===== config.mk =====
export PLATFORM = sky130hd
export DESIGN_NAME = header_length_xor_deframer_core
export DESIGN_NICKNAME = d
export VERILOG_FILES = /design/src/hw/rtl/hlxd_pkg.sv /design/src/hw/rtl/hlxd_parser.sv /design/src/hw/rtl/header_length_xor_deframer_core.sv
export VERILOG_INCLUDE_DIRS = /design/src /design/src/hw/rtl
export SDC_FILE = /design/constraint.sdc
export NUM_CORES = 1
export LEC_CHECK = 0
export BUFFER_PORTS_ARGS = -buffer_cell sky130_fd_sc_hd__buf_2
export CORE_UTILIZATION = 50
export DETAILED_ROUTE_END_ITERATION = 7
export PLACE_DENSITY = 0.7
export SLEW_MARGIN = 20
export SYNTH_ARGS = -nofsm -noshare
export SYNTH_HDL_FRONTEND = slang
export SYNTH_HIERARCHICAL = 1
export SYNTH_SLANG_ARGS = --single-unit

===== constraint.sdc =====
create_clock -name aclk -period 4.8 [get_ports aclk]
set_input_delay 0.48 -clock aclk [delete_from_list [all_inputs] [get_ports aclk]]
set_output_delay 0.48 -clock aclk [all_outputs]
set_load 0.01 [all_outputs]

===== src/hw/rtl/header_length_xor_deframer_core_defines.svh =====
// Assertion macros for the header/length/XOR deframer.
// Included by the top level; no other dependencies.
`ifndef HEADER_LENGTH_XOR_DEFRAMER_CORE_DEFINES_SVH
`define HEADER_LENGTH_XOR_DEFRAMER_CORE_DEFINES_SVH

// Same-cycle implication, disabled during reset.
`define HLXD_ASSERT_IMP(label, clk, rstn, ante, cons) \
    label: assert property (@(posedge clk) disable iff (!(rstn)) (ante) |-> (cons)) \
        else $error("deframer check failed");

// Next-cycle implication, disabled during reset.
`define HLXD_ASSERT_NXT(label, clk, rstn, ante, cons) \
    label: assert property (@(posedge clk) disable iff (!(rstn)) (ante) |=> (cons)) \
        else $error("deframer check failed");

`endif


===== src/hw/rtl/hlxd_pkg.sv =====
// Shared types and constants for the header/length/XOR deframer.
// No dependencies.
package hlxd_pkg;

    localparam logic [1:0] KIND_DATA = 2'd0;
    localparam logic [1:0] KIND_GOOD = 2'd1;
    localparam logic [1:0] KIND_BAD  = 2'd2;
    localparam logic [1:0] KIND_LONG = 2'd3;

    localparam logic CFG_START_BYTE  = 1'b0;
    localparam logic CFG_MAX_PAYLOAD = 1'b1;

    localparam logic [7:0]  START_BYTE_RST  = 8'h9F;
    localparam logic [15:0] MAX_PAYLOAD_RST = 16'd1020;

    localparam logic [15:0] LEN_HI_MASK = 16'hFF00;
    localparam logic [15:0] LEN_LO_MASK = 16'h00FF;

    typedef struct packed {
        logic [7:0]  start_byte;
        logic [15:0] max_payload;
    } cfg_t;

    typedef struct packed {
        logic        valid;
        logic [1:0]  kind;
        logic [7:0]  data_byte;
        logic [15:0] frame_length;
    } result_t;

endpackage


===== src/hw/rtl/hlxd_parser.sv =====
// Frame parser state machine: hunt, length, payload and check phases.
// Depends on hlxd_pkg.
module hlxd_parser (
    input  logic            aclk,
    input  logic            aresetn,
    input  logic            step,
    input  logic [7:0]      rx_byte,
    input  logic            flush,
    input  hlxd_pkg::cfg_t  cfg,
    output hlxd_pkg::result_t res
);
    import hlxd_pkg::*;

    typedef enum logic [2:0] {
        PH_HUNT,
        PH_LEN_HI,
        PH_LEN_LO,
        PH_PAYLOAD,
        PH_CHECK
    } phase_t;

    phase_t      phase_reg, phase_next;
    logic [15:0] len_reg, len_next;
    logic [15:0] left_reg, left_next;
    logic [7:0]  xor_reg, xor_next;
    logic [15:0] len_lo;
    logic [7:0]  xor_in;

    assign len_lo = (len_reg & LEN_HI_MASK) | ({8'h00, rx_byte} & LEN_LO_MASK);
    assign xor_in = xor_reg ^ rx_byte;

    always_comb begin
        phase_next = phase_reg;
        len_next   = len_reg;
        left_next  = left_reg;
        xor_next   = xor_reg;
        res        = '0;
        if (step) begin
            if (flush) begin
                phase_next = PH_HUNT;
                len_next   = '0;
                left_next  = '0;
                xor_next   = '0;
            end else begin
                case (phase_reg)
                    PH_LEN_HI: begin
                        len_next   = {rx_byte, 8'h00} & LEN_HI_MASK;
                        xor_next   = rx_byte;
                        phase_next = PH_LEN_LO;
                    end
                    PH_LEN_LO: begin
                        if (len_lo > cfg.max_payload) begin
                            phase_next       = PH_HUNT;
                            len_next         = '0;
                            left_next        = '0;
                            xor_next         = '0;
                            res.valid        = 1'b1;
                            res.kind         = KIND_LONG;
                            res.frame_length = len_lo;
                        end else begin
                            len_next   = len_lo;
                            left_next  = len_lo;
                            xor_next   = xor_in;
                            phase_next = (len_lo == 16'd0) ? PH_CHECK : PH_PAYLOAD;
                        end
                    end
                    PH_PAYLOAD: begin
                        xor_next  = xor_in;
                        left_next = left_reg - 16'd1;
                        if (left_reg == 16'd1) begin
                            phase_next = PH_CHECK;
                        end
                        res.valid     = 1'b1;
                        res.kind      = KIND_DATA;
                        res.data_byte = rx_byte;
                    end
                    PH_CHECK: begin
                        phase_next       = PH_HUNT;
                        len_next         = '0;
                        left_next        = '0;
                        xor_next         = '0;
                        res.valid        = 1'b1;
                        res.kind         = (xor_in == 8'h00) ? KIND_GOOD : KIND_BAD;
                        res.frame_length = len_reg;
                    end
                    default: begin
                        len_next   = '0;
                        left_next  = '0;
                        xor_next   = '0;
                        phase_next = (rx_byte == cfg.start_byte) ? PH_LEN_HI : PH_HUNT;
                    end
                endcase
            end
        end
    end

    always_ff @(posedge aclk) begin
        if (!aresetn) begin
            phase_reg <= PH_HUNT;
            len_reg   <= '0;
            left_reg  <= '0;
            xor_reg   <= '0;
        end else begin
            phase_reg <= phase_next;
            len_reg   <= len_next;
            left_reg  <= left_next;
            xor_reg   <= xor_next;
        end
    end

endmodule


===== src/hw/rtl/header_length_xor_deframer_core.sv =====
// Header/length/XOR deframer: start byte, big-endian length, payload, check byte.
// Block use: one received byte per input transfer on s_valid/s_ready with s_rx_byte
// and s_flush. Results leave on m_valid/m_ready: kind, data_byte, frame_length.
// A transfer enters an input register; when the output register is empty or
// being drained, the parser updates its state and, when the byte yields a
// result, loads the output register. One byte per cycle is sustained while
// m_ready stays high, since the input register refills in the same cycle it
// is drained.
// When the receiver holds m_ready low with a result pending, the input
// register keeps one more byte, then s_ready drops until the result is taken.
// Registers are written over cfg_valid/cfg_ready (always ready): index 0 is
// the start byte (reset 0x9F), index 1 the largest payload length (reset 1020).
// Write them only while the block is idle.
// Reset (aresetn low, synchronous) empties both registers, restores the
// register defaults and returns the parser to hunting for the start byte.
// Depends on hlxd_pkg, hlxd_parser and header_length_xor_deframer_core_defines.svh.
`include "header_length_xor_deframer_core_defines.svh"

module header_length_xor_deframer_core (
    input  logic        aclk,
    input  logic        aresetn,
    input  logic        s_valid,
    output logic        s_ready,
    input  logic [7:0]  s_rx_byte,
    input  logic        s_flush,
    output logic        m_valid,
    input  logic        m_ready,
    output logic [1:0]  m_kind,
    output logic [7:0]  m_data_byte,
    output logic [15:0] m_frame_length,
    input  logic        cfg_valid,
    output logic        cfg_ready,
    input  logic        cfg_index,
    input  logic [15:0] cfg_data
);
    import hlxd_pkg::*;

    cfg_t        cfg_reg, cfg_next;
    logic        in_valid_reg, in_valid_next;
    logic [7:0]  in_byte_reg;
    logic        in_flush_reg;
    logic        m_valid_reg, m_valid_next;
    logic [1:0]  m_kind_reg;
    logic [7:0]  m_data_reg;
    logic [15:0] m_len_reg;
    logic        advance;
    logic        in_take;
    result_t     res;

    assign advance   = in_valid_reg && (!m_valid_reg || m_ready);
    assign s_ready   = !in_valid_reg || advance;
    assign in_take   = s_valid && s_ready;
    assign cfg_ready = 1'b1;

    hlxd_parser u_parser (
        .aclk    (aclk),
        .aresetn (aresetn),
        .step    (advance),
        .rx_byte (in_byte_reg),
        .flush   (in_flush_reg),
        .cfg     (cfg_reg),
        .res     (res)
    );

    always_comb begin
        cfg_next = cfg_reg;
        if (cfg_valid) begin
            case (cfg_index)
                CFG_START_BYTE:  cfg_next.start_byte  = cfg_data[7:0];
                CFG_MAX_PAYLOAD: cfg_next.max_payload = cfg_data;
                default:         cfg_next = cfg_reg;
            endcase
        end
        in_valid_next = in_take ? 1'b1 : (in_valid_reg && !advance);
        m_valid_next  = advance ? res.valid : (m_valid_reg && !m_ready);
    end

    always_ff @(posedge aclk) begin
        if (!aresetn) begin
            cfg_reg.start_byte  <= START_BYTE_RST;
            cfg_reg.max_payload <= MAX_PAYLOAD_RST;
            in_valid_reg        <= 1'b0;
            m_valid_reg         <= 1'b0;
        end else begin
            cfg_reg      <= cfg_next;
            in_valid_reg <= in_valid_next;
            m_valid_reg  <= m_valid_next;
        end
    end

    always_ff @(posedge aclk) begin
        if (in_take) begin
            in_byte_reg  <= s_rx_byte;
            in_flush_reg <= s_flush;
        end
        if (advance && res.valid) begin
            m_kind_reg <= res.kind;
            m_data_reg <= res.data_byte;
            m_len_reg  <= res.frame_length;
        end
    end

    assign m_valid        = m_valid_reg;
    assign m_kind         = m_kind_reg;
    assign m_data_byte    = m_data_reg;
    assign m_frame_length = m_len_reg;

    `HLXD_ASSERT_IMP(a_stall_full, aclk, aresetn, !s_ready, in_valid_reg && m_valid_reg && !m_ready)
    `HLXD_ASSERT_IMP(a_data_no_len, aclk, aresetn, m_valid && m_kind == KIND_DATA,
                     m_frame_length == 16'd0)
    `HLXD_ASSERT_IMP(a_end_no_data, aclk, aresetn, m_valid && m_kind != KIND_DATA,
                     m_data_byte == 8'h00)
    `HLXD_ASSERT_NXT(a_flush_silent, aclk, aresetn,
                     advance && in_flush_reg && !(m_valid_reg && !m_ready), !m_valid)

endmodule


==> impl_metrics.csv <==
group,metric,value,unit
floorplan,core-area,10300,µm²
floorplan,pin_count,60,
floorplan,dieArea,11100,µm²
logic_synthesis,synth_area,5330,µm²
logic_synthesis,synth_ff_type,"dfxtp_1",
floorplan,fp-row-count,37,
hold_path,holdPathStages,1,
clock_network,root_buffer,"clkbuf_8",
hold_path,hold_class,"in2reg",
critical_path,critPathKind,"reg2reg",
clock_network,clockBufferDepth,2,
logic_synthesis,synth_seq_area_share,45.6,%
pwr,peakVddDrop,0.000172,V
logic_synthesis,synthArstFlopShare,0,%
cells_and_area,drive_gt1_share,16.9,%
logic_synthesis,synthCells,552,
place,detailed_place.area,5620,µm²
clock_network,tritoncts,"done",
cells_and_area,regArea,2430,µm²
routing,viasPerCell,6.09,
outcome,status,"complete, no violations",
global_routing,grt_use_total,24.7,%
cells_and_area,multi_input_area,2560,µm²
cells_and_area,largest_reg_flops,24,
cells_and_area,area_delta_synth_final,9.81,%
cells_and_area,final_common_cell,"dfxtp_1",
logic_synthesis,synth_cell_type_count,69,
critical_path,crit_required,4810,ps
logic_synthesis,muxShareOfSynthArea,0.375,%
critical_path,arrival,3580,ps
timing,fin_skew,10.8,ps
critical_path,timing.rr.start,"in_byte_reg[6]$_DFFE_PP_",
critical_path,startpoint_type,"flop",
timing,setup-violations-final,0,
cells_and_area,nets,636,
critical_path,crit_fanout,26,
floorplan,die-height,105,µm
critical_path,r2r_cells,9,
critical_path,crit_path_start,"in_byte_reg[6]$_DFFE_PP_",
logic_synthesis,synth_nets,601,
logic_synthesis,synth-simple-area-share,21.0,%
critical_path,worstSetupEndpointType,"flop",
timing,relSlewSlack,23.6,%
clock_network,cts_hold_repair.buffers,0,
timing,grt_setup_unrepaired,"false",
place,gp_congestion,0.925,
routing,first_iter_violations,327,
timing,worst_pin_slew,1140,ps
logic_synthesis,synth_edf_count,35,
global_routing,grt.overflow.total,0,
cells_and_area,layout_common_cells,"dfxtp_1 (69), buf_2 (58), inv_1 (37)",
cells_and_area,design_area,5860,µm²
timing,period_needed,3570,ps
logic_synthesis,syn_avg_cell_area,9.66,µm²
floorplan,initial_core_util,51.7,%
logic_synthesis,synth-compound-area-share,20.4,%
cells_and_area,fin_util,56.7,%
global_routing,grt_pass1_vias,4140,
clock_network,postCtsSetupRepairBufs,0,
timing,clock.fmax,280,MHz
global_routing,antenna_found_initial,0,
routing,drt-total-wl,13.2,mm
clock_network,clkTransAtPathRegs,90,ps
floorplan,die_w,105,µm
logic_synthesis,synth_top_family_by_area,"simple AND/OR/NAND/NOR gates",
global_routing,grt_max_degree,57,
routing,wl_per_cell,18.1,µm
cells_and_area,fillers,916,
timing,fin_crit_sh,74.3,%
global_routing,grt_pass1_wl,21.2,mm
critical_path,r2r_slack,1230,ps
timing,maxSlewViolCount,0,
pwr,p_leak,2.20,nW
timing,tns,0,ps
timing,finalHoldViolations,0,
logic_synthesis,yosys_warnings,6,
routing,vias,4436,
run,cap_violations,0,
clock_network,postCtsResizedCells,0,
place,hpwl,9.32,mm
clock_network,cts_buffers,9,
routing,route.detailed.drc,0,
clock_network,clock-sinks,104,
place,io_buffer_count,58,
logic_synthesis,synth-xor-area-share,1.81,%
cells_and_area,antenna_cells,0,
routing,dr.pass1.iters,5,
pwr,power_density,295,nW/µm²
clock_network,cts-htree-levels,3,
routing,ant_nets,0,
logic_synthesis,synth_adder_area_share,4.22,%
logic_synthesis,ys_ff_latch,104,
hold_path,min_from,"s_flush",
clock_network,clk_latency,380,ps
-- logic make-up after synthesis --
family,count (synthesis)
other cells,1
compound gates,146
fa+ha+maj,18
mux,2
xor+xnor,11
simple gates,195
flops,104
buf+inv,75
-- synthesized netlist by cell type (8+ instances only) --
| library cell | number | share of area [%] |
|---|---|---|
| dfxtp_1 | 69 | 26 |
| inv_1 | 37 | 2.6 |
| o21ai_0 | 19 | 1.8 |
| nand4_1 | 16 | 1.9 |
| nand2b_1 | 21 | 2.5 |
| a22o_1 | 8 | 1.3 |
| nor2_1 | 24 | 1.7 |
| a21oi_1 | 32 | 3.0 |
| nor4_1 | 8 | 0.94 |
| ha_1 | 18 | 4.2 |
| nand3_1 | 22 | 2.1 |
| edfxtp_1 | 35 | 20 |
| and2_1 | 15 | 1.8 |
| nand2_1 | 35 | 2.5 |
| o211ai_2 | 8 | 1.9 |
| clkbuf_1 | 20 | 1.4 |
| a211oi_1 | 12 | 1.7 |
| a32o_1 | 8 | 1.5 |
| and3_1 | 11 | 1.3 |
| a31oi_1 | 9 | 1.1 |
| a21o_1 | 8 | 1.1 |
| a221o_1 | 8 | 1.5 |
| nor3_1 | 12 | 1.1 |
-- where the power goes --
part / switching, mW / total (mW) / internal (mW)
Combinational: 0.0843 / 0.137 / 0.0525
Clock: 0.295 / 0.636 / 0.342
Sequential: 0.0274 / 0.952 / 0.924
-- layout make-up --
type,count,share of cell area (%)
clock buffer,9,2.12
clock inverter,7,1.88
inverter,37,2.37
multi-input combinational,373,43.7
sequential,104,41.5
tap,136,2.91
timing repair buffer,62,5.47
-- stage by stage --
| step | hold WS (ps) | cells | setup WS [ps] | total power [mW] |
|---|---|---|---|---|
| after detailed placement | 446 | 712 | 920 | 1.11 |
| final | 276 | 728 | 1230 | 1.72 |
| after floorplan | 428 | 552 | 1360 | 1.06 |
| after global routing | 250 | 728 | 1060 | 1.79 |
| after global placement | 440 | 712 | 1050 | 1.10 |
| after CTS | 259 | 728 | 909 | 1.73 |
-- metal layers --
| layer | track usage (%) | up-vias | routed length, µm |
|---|---|---|---|
| li1 | - | 2118 | - |
| met1 | 33.8 | 2116 | 6000 |
| met2 | 37.7 | 179 | 5940 |
| met3 | 6.56 | 23 | 988 |
| met4 | 8.55 | 0 | 263 |
| met5 | 0 | - | 0 |
-- worst max-delay path: stages, from the launching register on --
cell      delay [ps]
edfxtp_1         630
ha_1             410
and3_1           170
and4_1           210
a21boi_1         310
o31ai_4          250
or2_2            380
a31oi_1          150
nand2_1          140
nor2_4           550
-- worst paths after layout --
check,to
setup / recovery,m_data_byte[3]$_DFFE_PP_
hold / removal,in_flush_reg$_DFFE_PP_
setup reg to reg,m_data_byte[3]$_DFFE_PP_
hold reg to reg,cfg_reg[10]$_SDFFE_PN0P_
Note: power is estimated with default switching activity, not from simulation.
